**src/design/sbbd_pkg.sv**
```systemverilog
// Shared types and constants of the spectral band beat detector.
// Used by sbbd_ctrl, sbbd_datapath and spectral_band_beat_detector; no dependencies.

package sbbd_pkg;

    // Defaults of the top-level parameters.
    localparam int MAX_BINS_DEF      = 1024;
    localparam int HISTORY_DEPTH_DEF = 5;
    localparam int BIN_BITS_DEF      = 16;

    // Fixed field and register widths.
    localparam int SUM_W    = 26;
    localparam int AMP_W    = 16;
    localparam int LEVEL_W  = 18;
    localparam int TIME_W   = 32;
    localparam int CENTER_W = 10;
    localparam int RADIUS_W = 10;
    localparam int FRAME_W  = 11;
    localparam int DIV_W    = 11;
    localparam int CFG_IDX_W  = 3;
    localparam int CFG_DATA_W = 32;

    localparam logic [SUM_W-1:0]   SUM_MAX   = '1;
    localparam logic [LEVEL_W-1:0] LEVEL_MAX = '1;

    // Configuration register indexes.
    localparam logic [CFG_IDX_W-1:0] REG_CENTER   = 3'd0;
    localparam logic [CFG_IDX_W-1:0] REG_RADIUS   = 3'd1;
    localparam logic [CFG_IDX_W-1:0] REG_FRAME    = 3'd2;
    localparam logic [CFG_IDX_W-1:0] REG_TRIGGER  = 3'd3;
    localparam logic [CFG_IDX_W-1:0] REG_COOLDOWN = 3'd4;

    // Register reset values.
    localparam logic [CENTER_W-1:0] CENTER_RST   = 10'd0;
    localparam logic [RADIUS_W-1:0] RADIUS_RST   = 10'd5;
    localparam logic [FRAME_W-1:0]  FRAME_RST    = 11'd1024;
    localparam logic [LEVEL_W-1:0]  TRIGGER_RST  = 18'd32768;
    localparam logic [TIME_W-1:0]   COOLDOWN_RST = 32'd200000;

    // Commands from the controller to the datapath.
    typedef struct packed {
        logic bin_take;   // a bin transfer completes this cycle
        logic frame_end;  // that bin closes the frame
        logic div_step;   // one quotient bit of the band mean
        logic hist_push;  // push the amplitude into the history
        logic load_out;   // decide the beat and load the output register
    } sbbd_cmd_t;

    // Status from the datapath to the controller.
    typedef struct packed {
        logic div_last;   // the current divide step produces the last bit
        logic out_free;   // output register can take a new result
    } sbbd_stat_t;

endpackage

```
**src/design/spectral_band_beat_detector.sv**
```systemverilog
// Top level of the spectral band beat detector.
// Instantiates sbbd_ctrl and sbbd_datapath; depends on sbbd_pkg.

// The block takes one spectrum magnitude bin per transfer on the slave stream and
// sums the bins whose index falls inside the configured band window. Within a
// frame a bin is taken every cycle. The transfer that carries tlast closes the
// frame: the band sum is divided by the window width in a restoring divider that
// yields one quotient bit per cycle, so s_tready stays low through the divide
// steps, the history push and the beat decision, and longer while a previous
// result still waits in the output register. Each frame gives one result
// transfer with the band amplitude, the sum of the newest amplitudes, the beat
// flag and the empty window flag. Registers are written through the cfg
// channel, which is always ready; indexes beyond the register list are
// ignored. There is no clearing pass after reset.

module spectral_band_beat_detector #(
    parameter int MAX_BINS      = sbbd_pkg::MAX_BINS_DEF,
    parameter int HISTORY_DEPTH = sbbd_pkg::HISTORY_DEPTH_DEF,
    parameter int BIN_BITS      = sbbd_pkg::BIN_BITS_DEF
) (
    input  logic                                clk,
    input  logic                                rst_n,
    // Configuration write channel.
    input  logic                                cfg_valid,
    output logic                                cfg_ready,
    input  logic [sbbd_pkg::CFG_IDX_W-1:0]      cfg_index,
    input  logic [sbbd_pkg::CFG_DATA_W-1:0]     cfg_data,
    // Bin stream.
    input  logic                                s_tvalid,
    output logic                                s_tready,
    // s_tdata from bit 0: bin_value, time_now, zero padding.
    input  logic [((BIN_BITS + sbbd_pkg::TIME_W + 7) / 8) * 8 - 1:0] s_tdata,
    input  logic                                s_tlast,
    // Result stream.
    output logic                                m_tvalid,
    input  logic                                m_tready,
    // m_tdata from bit 0: band_amplitude, recent_level, zero padding.
    output logic [((sbbd_pkg::AMP_W + sbbd_pkg::LEVEL_W + 7) / 8) * 8 - 1:0] m_tdata,
    // m_tuser from bit 0: beat, empty_band.
    output logic [1:0]                          m_tuser
);
    import sbbd_pkg::*;

    localparam int OUTW = ((AMP_W + LEVEL_W + 7) / 8) * 8;

    sbbd_cmd_t  cmd;
    sbbd_stat_t stat;

    logic [AMP_W-1:0]   band_amplitude;
    logic [LEVEL_W-1:0] recent_level;
    logic               beat;
    logic               empty_band;

    // The controller paces the frame and the datapath does the arithmetic.
    sbbd_ctrl u_ctrl (
        .clk      (clk),
        .rst_n    (rst_n),
        .s_tvalid (s_tvalid),
        .s_tlast  (s_tlast),
        .s_tready (s_tready),
        .stat     (stat),
        .cmd      (cmd)
    );

    sbbd_datapath #(
        .MAX_BINS      (MAX_BINS),
        .HISTORY_DEPTH (HISTORY_DEPTH),
        .BIN_BITS      (BIN_BITS)
    ) u_datapath (
        .clk            (clk),
        .rst_n          (rst_n),
        .cfg_valid      (cfg_valid),
        .cfg_ready      (cfg_ready),
        .cfg_index      (cfg_index),
        .cfg_data       (cfg_data),
        .bin_value      (s_tdata[BIN_BITS-1:0]),
        .time_now       (s_tdata[BIN_BITS +: TIME_W]),
        .cmd            (cmd),
        .stat           (stat),
        .m_tready       (m_tready),
        .out_valid      (m_tvalid),
        .band_amplitude (band_amplitude),
        .recent_level   (recent_level),
        .beat           (beat),
        .empty_band     (empty_band)
    );

    // Results are packed with the amplitude in the lowest bits.
    assign m_tdata = OUTW'({recent_level, band_amplitude});
    assign m_tuser = {empty_band, beat};

    // The bin stream stalls in the cycle right after a frame-closing transfer.
    a_stall_after_last: assert property (@(posedge clk) disable iff (!rst_n)
        s_tvalid && s_tready && s_tlast |=> !s_tready)
        else $error("bin stream not stalled after frame end");

    // A new result appears only after a decision cycle with the stream stalled.
    a_result_after_frame: assert property (@(posedge clk) disable iff (!rst_n)
        $rose(m_tvalid) |-> $past(!s_tready))
        else $error("result appeared without a closed frame");

    // An empty window always reports a zero amplitude.
    a_empty_zero: assert property (@(posedge clk) disable iff (!rst_n)
        m_tvalid && m_tuser[1] |-> m_tdata[AMP_W-1:0] == '0)
        else $error("empty window with nonzero amplitude");

    // A beat needs a level above the trigger, which is never below zero.
    a_beat_level: assert property (@(posedge clk) disable iff (!rst_n)
        m_tvalid && m_tuser[0] |-> m_tdata[AMP_W +: LEVEL_W] != '0)
        else $error("beat with zero recent level");

endmodule

```
**src/design/sbbd_ctrl.sv**
```systemverilog
// Frame sequencer of the spectral band beat detector.
// Depends on sbbd_pkg for the command and status structs.

module sbbd_ctrl (
    input  logic                 clk,
    input  logic                 rst_n,
    input  logic                 s_tvalid,
    input  logic                 s_tlast,
    output logic                 s_tready,
    input  sbbd_pkg::sbbd_stat_t stat,
    output sbbd_pkg::sbbd_cmd_t  cmd
);
    import sbbd_pkg::*;

    typedef enum logic [1:0] {ST_RUN, ST_DIV, ST_PUSH, ST_EMIT} state_t;

    state_t state_reg, state_next;
    logic   ready_reg, ready_next;

    always_comb
    begin
        cmd        = '0;
        state_next = state_reg;
        case (state_reg)
            ST_RUN:
            begin
                if (s_tvalid && ready_reg)
                begin
                    cmd.bin_take = 1'b1;
                    if (s_tlast)
                    begin
                        cmd.frame_end = 1'b1;
                        state_next    = ST_DIV;
                    end
                end
            end
            ST_DIV:
            begin
                cmd.div_step = 1'b1;
                if (stat.div_last)
                begin
                    state_next = ST_PUSH;
                end
            end
            ST_PUSH:
            begin
                cmd.hist_push = 1'b1;
                state_next    = ST_EMIT;
            end
            ST_EMIT:
            begin
                if (stat.out_free)
                begin
                    cmd.load_out = 1'b1;
                    state_next   = ST_RUN;
                end
            end
            default:
            begin
                state_next = ST_RUN;
            end
        endcase
        ready_next = (state_next == ST_RUN);
    end

    always_ff @(posedge clk or negedge rst_n)
    begin
        if (!rst_n)
        begin
            state_reg <= ST_RUN;
            ready_reg <= 1'b1;
        end
        else
        begin
            state_reg <= state_next;
            ready_reg <= ready_next;
        end
    end

    assign s_tready = ready_reg;

endmodule

```
**src/design/sbbd_datapath.sv**
```systemverilog
// Datapath of the spectral band beat detector: registers, band sum, divider,
// history and beat decision. Depends on sbbd_pkg.

module sbbd_datapath #(
    parameter int MAX_BINS      = sbbd_pkg::MAX_BINS_DEF,
    parameter int HISTORY_DEPTH = sbbd_pkg::HISTORY_DEPTH_DEF,
    parameter int BIN_BITS      = sbbd_pkg::BIN_BITS_DEF
) (
    input  logic                                clk,
    input  logic                                rst_n,
    input  logic                                cfg_valid,
    output logic                                cfg_ready,
    input  logic [sbbd_pkg::CFG_IDX_W-1:0]      cfg_index,
    input  logic [sbbd_pkg::CFG_DATA_W-1:0]     cfg_data,
    input  logic [BIN_BITS-1:0]                 bin_value,
    input  logic [sbbd_pkg::TIME_W-1:0]         time_now,
    input  sbbd_pkg::sbbd_cmd_t                 cmd,
    output sbbd_pkg::sbbd_stat_t                stat,
    input  logic                                m_tready,
    output logic                                out_valid,
    output logic [sbbd_pkg::AMP_W-1:0]          band_amplitude,
    output logic [sbbd_pkg::LEVEL_W-1:0]        recent_level,
    output logic                                beat,
    output logic                                empty_band
);
    import sbbd_pkg::*;

    localparam int CW    = $clog2(2 * MAX_BINS);
    localparam int CMPW  = ((CW > FRAME_W) ? CW : FRAME_W) + 2;
    localparam int ADDW  = ((BIN_BITS > SUM_W) ? BIN_BITS : SUM_W) + 1;
    localparam int DCW   = $clog2(SUM_W);
    localparam int HN    = HISTORY_DEPTH - 1;
    localparam int LVW   = AMP_W + $clog2(HISTORY_DEPTH);
    localparam int LXW   = (LVW > LEVEL_W) ? LVW : LEVEL_W;

    // Configuration registers.
    logic [CENTER_W-1:0] center_reg;
    logic [RADIUS_W-1:0] radius_reg;
    logic [FRAME_W-1:0]  frame_reg;
    logic [LEVEL_W-1:0]  trigger_reg;
    logic [TIME_W-1:0]   cooldown_reg;

    assign cfg_ready = 1'b1;

    always_ff @(posedge clk or negedge rst_n)
    begin
        if (!rst_n)
        begin
            center_reg   <= CENTER_RST;
            radius_reg   <= RADIUS_RST;
            frame_reg    <= FRAME_RST;
            trigger_reg  <= TRIGGER_RST;
            cooldown_reg <= COOLDOWN_RST;
        end
        else if (cfg_valid && cfg_ready)
        begin
            case (cfg_index)
                REG_CENTER:   center_reg   <= cfg_data[CENTER_W-1:0];
                REG_RADIUS:   radius_reg   <= cfg_data[RADIUS_W-1:0];
                REG_FRAME:    frame_reg    <= cfg_data[FRAME_W-1:0];
                REG_TRIGGER:  trigger_reg  <= cfg_data[LEVEL_W-1:0];
                REG_COOLDOWN: cooldown_reg <= cfg_data[TIME_W-1:0];
                default:      ;
            endcase
        end
    end

    // Window bounds [lo, hi), compared as signed values.
    logic signed [CMPW-1:0] lo_s, hi_s, top_s, up_s, cnt_s, width_s;
    logic                   in_win, win_empty;
    logic [CW-1:0]          cnt_reg;
    logic [SUM_W-1:0]       sum_reg, sum_new;
    logic [ADDW-1:0]        sum_add;

    always_comb
    begin
        lo_s  = (center_reg >= radius_reg) ? CMPW'(center_reg - radius_reg) : '0;
        up_s  = CMPW'(center_reg) + CMPW'(radius_reg);
        top_s = CMPW'(frame_reg) - CMPW'(1);
        hi_s  = (up_s < top_s) ? up_s : top_s;
        cnt_s = CMPW'(cnt_reg);
        in_win    = (cnt_s >= lo_s) && (cnt_s < hi_s);
        win_empty = (hi_s <= lo_s);
        width_s   = hi_s - lo_s;
        sum_add   = ADDW'(sum_reg) + ADDW'(bin_value);
        if (!in_win)
            sum_new = sum_reg;
        else if (sum_add > ADDW'(SUM_MAX))
            sum_new = SUM_MAX;
        else
            sum_new = sum_add[SUM_W-1:0];
    end

    always_ff @(posedge clk or negedge rst_n)
    begin
        if (!rst_n)
        begin
            cnt_reg <= '0;
            sum_reg <= '0;
        end
        else if (cmd.bin_take)
        begin
            if (cmd.frame_end)
            begin
                cnt_reg <= '0;
                sum_reg <= '0;
            end
            else
            begin
                sum_reg <= sum_new;
                if (cnt_reg != '1)
                    cnt_reg <= cnt_reg + CW'(1);
            end
        end
    end

    // Restoring divider, one quotient bit per cycle.
    logic [DIV_W-1:0] rem_reg, divisor_reg;
    logic [SUM_W-1:0] quo_reg;
    logic [DCW-1:0]   dcnt_reg;
    logic             empty_reg;
    logic [TIME_W-1:0] time_reg;
    logic [DIV_W+1:0] trial;
    logic [DIV_W:0]   shifted;

    assign shifted = {rem_reg, quo_reg[SUM_W-1]};
    assign trial   = {1'b0, shifted} - {2'b00, divisor_reg};

    always_ff @(posedge clk)
    begin
        if (cmd.frame_end)
        begin
            rem_reg     <= '0;
            quo_reg     <= sum_new;
            divisor_reg <= width_s[DIV_W-1:0];
            empty_reg   <= win_empty;
            time_reg    <= time_now;
        end
        else if (cmd.div_step)
        begin
            rem_reg <= trial[DIV_W+1] ? shifted[DIV_W-1:0] : trial[DIV_W-1:0];
            quo_reg <= {quo_reg[SUM_W-2:0], ~trial[DIV_W+1]};
        end
    end

    always_ff @(posedge clk or negedge rst_n)
    begin
        if (!rst_n)
            dcnt_reg <= '0;
        else if (cmd.frame_end)
            dcnt_reg <= '0;
        else if (cmd.div_step)
            dcnt_reg <= dcnt_reg + DCW'(1);
    end

    assign stat.div_last = (dcnt_reg == DCW'(SUM_W - 1));

    // History of amplitudes with a running sum of the held entries.
    logic [AMP_W-1:0] amp_val, amp_reg;
    logic [AMP_W-1:0] hist_reg [HN];
    logic [LVW-1:0]   run_reg;

    always_comb
    begin
        if (empty_reg)
            amp_val = '0;
        else if (|quo_reg[SUM_W-1:AMP_W])
            amp_val = '1;
        else
            amp_val = quo_reg[AMP_W-1:0];
    end

    always_ff @(posedge clk or negedge rst_n)
    begin
        if (!rst_n)
        begin
            for (int i = 0; i < HN; i++)
                hist_reg[i] <= '0;
            run_reg <= '0;
        end
        else if (cmd.hist_push)
        begin
            hist_reg[0] <= amp_val;
            for (int i = 1; i < HN; i++)
                hist_reg[i] <= hist_reg[i-1];
            run_reg <= run_reg + LVW'(amp_val) - LVW'(hist_reg[HN-1]);
        end
    end

    always_ff @(posedge clk)
    begin
        if (cmd.hist_push)
            amp_reg <= amp_val;
    end

    // Beat decision and output register.
    logic [LXW-1:0]     level_ext;
    logic [LEVEL_W-1:0] level_sat;
    logic [TIME_W:0]    deadline;
    logic               beat_now;
    logic               out_valid_reg;
    logic [TIME_W-1:0]  last_beat_reg;

    always_comb
    begin
        level_ext = LXW'(run_reg);
        level_sat = (level_ext > LXW'(LEVEL_MAX)) ? LEVEL_MAX : level_ext[LEVEL_W-1:0];
        deadline  = {1'b0, last_beat_reg} + {1'b0, cooldown_reg};
        beat_now  = (level_sat > trigger_reg) && ({1'b0, time_reg} > deadline);
    end

    always_ff @(posedge clk or negedge rst_n)
    begin
        if (!rst_n)
        begin
            out_valid_reg <= 1'b0;
            last_beat_reg <= '0;
        end
        else
        begin
            if (cmd.load_out)
                out_valid_reg <= 1'b1;
            else if (m_tready)
                out_valid_reg <= 1'b0;
            if (cmd.load_out && beat_now)
                last_beat_reg <= time_reg;
        end
    end

    always_ff @(posedge clk)
    begin
        if (cmd.load_out)
        begin
            band_amplitude <= amp_reg;
            recent_level   <= level_sat;
            beat           <= beat_now;
            empty_band     <= empty_reg;
        end
    end

    assign stat.out_free = !out_valid_reg || m_tready;
    assign out_valid     = out_valid_reg;

endmodule
```
**config.mk**
```make
export PLATFORM = sky130hd
export DESIGN_NAME = spectral_band_beat_detector
export DESIGN_NICKNAME = d
export VERILOG_FILES = /design/src/design/sbbd_pkg.sv /design/src/design/spectral_band_beat_detector.sv /design/src/design/sbbd_ctrl.sv /design/src/design/sbbd_datapath.sv
export SDC_FILE = /design/constraint.sdc
export NUM_CORES = 1
export LEC_CHECK = 0
export BUFFER_PORTS_ARGS = -buffer_cell sky130_fd_sc_hd__buf_2
export CAP_MARGIN = 20
export CORE_UTILIZATION = 38
export CTS_CLUSTER_DIAMETER = 80
export DETAILED_ROUTE_END_ITERATION = 8
export PLACE_DENSITY = 0.65
export REMOVE_ABC_BUFFERS = 1
export SYNTH_ARGS = -nofsm -noshare
export SYNTH_HDL_FRONTEND = slang
export SYNTH_SLANG_ARGS = --single-unit
```
**constraint.sdc**
```tcl
create_clock -name clk -period 5.26 [get_ports clk]
set_clock_uncertainty 0.05 [all_clocks]
set_input_delay 0.526 -clock clk [delete_from_list [all_inputs] [get_ports clk]]
set_output_delay 0.526 -clock clk [all_outputs]
set_load 0.05 [all_outputs]
```
==> flow_summary.json <==
{
  "coreArea_sq_um": 56820,
  "rows": 87,
  "leakagePower_uw": 0.01260,
  "clk_pin_slew_worst_paths_ns": 0.06,
  "crit_path_end": "u_datapath.quo_reg[17]",
  "fill_cells": 5246,
  "start_util_pct": 38.80,
  "async_flop_share_pct": 64.53,
  "worst_pin_slew_ns": 1.187,
  "cpMaxStageDelayCell": "or4b_1",
  "critPathLaunch": "u_datapath.frame_reg[0]",
  "crit_buf_inv": 7,
  "syn_to_final_growth_pct": 21.08,
  "yosysTopAreaCell": "dfrtp_1",
  "grt-ovfl-total": 0,
  "synth-edff-count": 122,
  "cts_buffers": 43,
  "met1_usage_pct": 24.34,
  "met2_usage_pct": 31.58,
  "nNetsFinal": 2765,
  "max_freq_ghz": 0.1794,
  "final_max_slew_viol_count": 0,
  "wl_per_cell_um": 16.92,
  "gp_congestion": 0.8713,
  "met3_usage_pct": 2.930,
  "finalCriticalPeriod_ns": 5.574,
  "fp.dieH_um": 242.9,
  "r2r_cells": 27,
  "grt_max_degree": 177,
  "final_cell_area_sq_um": 26690,
  "antenna_found_initial": 0,
  "vias": 16860,
  "cts.sinks": 375,
  "maxCapViolations": 0,
  "yosys_most_used_dff": "dfrtp_1",
  "outcome": "finished, violations left",
  "required_ns": 5.52,
  "period_share_pct": 106.0,
  "finalSetupViolations": 51,
  "crit_arrival_ns": 5.83,
  "ys_seq_area_share_pct": 45.15,
  "ys_types": 81,
  "finalHoldViolCount": 0,
  "pre_cts_slack_ns": -0.7995,
  "mostFrequentLayoutCell": "nand2_1",
  "synthCells": 2213,
  "reg2reg_to": "u_datapath.quo_reg[17]",
  "maxSlewHeadroom_pct": 20.86,
  "yosys_warnings": 0,
  "largest_reg_flops": 64,
  "drtPass1Iterations": 5,
  "worstPathMaxFanout": 8,
  "avgSynthCellArea_sq_um": 9.962,
  "irDropWorstVdd_mv": 0.3364,
  "synth_top_area_share_pct": 26.22,
  "cp_slowest_stage_delay_ns": 0.51,
  "end_kind": "register",
  "r2r_setup_slack_ns": -0.31,
  "drive_above_1_share_pct": 23.19,
  "dp_hpwl_mm": 39.28,
  "crit_path_frequent_cell": "buf_6",
  "place_area_sq_um": 24300,
  "rr_startpoint": "u_datapath.frame_reg[0]",
  "cp_num_cells": 27,
  "hold_slack_ns": 0.06735,
  "min_path_type": "input port to register",
  "wirelength_mm": 55.06,
  "clockBufferDepth": 3,
  "rsz0062_at_grt": "true",
  "dieArea_sq_um": 58980,
  "grt_pass1_vias": 17160,
  "htreeDepth": 2,
  "utilization_pct": 46.98,
  "track_usage_pct": 18.67,
  "cts-root-buf": "clkbuf_16",
  "drtIter0Drc": 1002,
  "synthTopCellsByArea": "dfrtp_1 (26%), edfxtp_1 (17%), ha_1 (11%)",
  "io_buffers": 126,
  "drc": 0,
  "crit_type": "register to register",
  "synth-seq-cells": 375,
  "vias_per_cell": 5.180,
  "cp-start-kind": "register",
  "grt_pass1_wl_mm": 89.52,
  "io_pins": 134,
  "cts_tree": "done",
  "power_per_cell_area_nw_per_um2": 635.1,
  "grt_most_used_layer": "met2",
  "layout_common_cells": "nand2_1 (338), dfrtp_1 (230), ha_1 (184)",
  "clk_latency_ns": 0.58,
  "synthesis.area_sq_um": 22050,
  "critPathTopFamily": "simple AND/OR/NAND/NOR gates",
  "violations": "setup timing",
  "die_w_um": 242.9,
  "antenna_left": 0,
  "worst_slack_ns": -0.3142
}
==> per-layer routing <==
metal  vias to the layer above  wire [um]
met2                       339      26300
met5                         -          0
met1                      8183      24950
met3                        98       2320
met4                         0       1491
li1                       8237          -
==> what timing repair did <==
action	in CTS	in global routing
setup buffers	11	16
endpoints found under the setup margin	89	93
gates cloned	2	1
resized for setup	90	83
hold buffers	1	0
hold endpoints to repair	61	0
pin swaps	36	26
==> cell usage after synthesis (8+ instances only) <==
| cell | instances |
|---|---|
| dfrtp_1 | 231 |
| or3_1 | 10 |
| inv_1 | 170 |
| nand3_1 | 51 |
| dfxtp_1 | 11 |
| nor2b_1 | 31 |
| o22ai_1 | 8 |
| buf_4 | 15 |
| buf_2 | 9 |
| and4_1 | 8 |
| o31ai_1 | 14 |
| o21bai_1 | 27 |
| mux2_2 | 102 |
| edfxtp_1 | 122 |
| a31oi_1 | 22 |
| ha_1 | 192 |
| nor3_1 | 23 |
| and2_1 | 8 |
| o21ai_0 | 164 |
| fa_1 | 21 |
| o21a_1 | 13 |
| a211oi_1 | 10 |
| dfstp_2 | 11 |
| and3_1 | 11 |
| nand2_1 | 342 |
| nand4_1 | 18 |
| a21o_1 | 51 |
| clkbuf_1 | 55 |
| nand2b_1 | 20 |
| xor2_1 | 47 |
| nor2_1 | 85 |
| mux2i_1 | 16 |
| xnor2_1 | 52 |
| or2_2 | 11 |
| a21oi_1 | 133 |
==> per-stage QoR <==
| stage | setup TNS, ns | cells | power [uW] |
|---|---|---|---|
| finish | -9.132 | 3254 | 16950 |
| global route | -26.68 | 3253 | 18290 |
| CTS | -6.909 | 3236 | 16500 |
| detailed placement | -41.04 | 3144 | 12840 |
| global placement | -24.85 | 3142 | 12520 |
| floorplan | -16.64 | 2135 | 10170 |
==> cell families after synthesis <==
kind of cell    after synthesis  synth area share, %
compound gates              503                13.90
flops                       375                45.15
xor+xnor                     99                3.933
fa+ha+maj                   216                12.95
other cells                   2              0.03406
buf+inv                     256                4.711
mux                         119                5.999
simple gates                643                13.33
==> how the worst min path moves through the flow <==
stage | from | end | cells after the start | slack, ns
global route | s_tdata[40] | u_datapath.time_reg[24] | 1 | 0.04
finish | s_tdata[35] | u_datapath.time_reg[19] | 1 | 0.07
floorplan | rst_n | u_ctrl.state_reg[0] | 0 | 0.18
global placement | u_datapath.amp_reg[1] | u_datapath.band_amplitude[1] | 0 | 0.35
detailed placement | u_datapath.amp_reg[1] | u_datapath.band_amplitude[1] | 0 | 0.35
CTS | s_tdata[35] | u_datapath.time_reg[19] | 1 | 0.03
==> layout make-up <==
type / count / area, sq um / area share [%]
clock buffers: 56 / 1176 / 4.406
multi-input cells: 1587 / 11660 / 43.68
flip-flops and latches: 375 / 9955 / 37.29
well taps: 756 / 945.9 / 3.543
diodes: 1 / 2.502 / 0.009374
inverters: 173 / 649.4 / 2.433
clock inverters: 23 / 290.3 / 1.087
repair buffers: 283 / 2016 / 7.551
==> power breakdown <==
| part | switching (uW) | internal (uW) |
|---|---|---|
| Combinational | 4960 | 4300 |
| Clock | 1250 | 1880 |
| Sequential | 558 | 4000 |
| Total | 6770 | 10200 |
No activity file was read; power rests on OpenSTA's default activity.
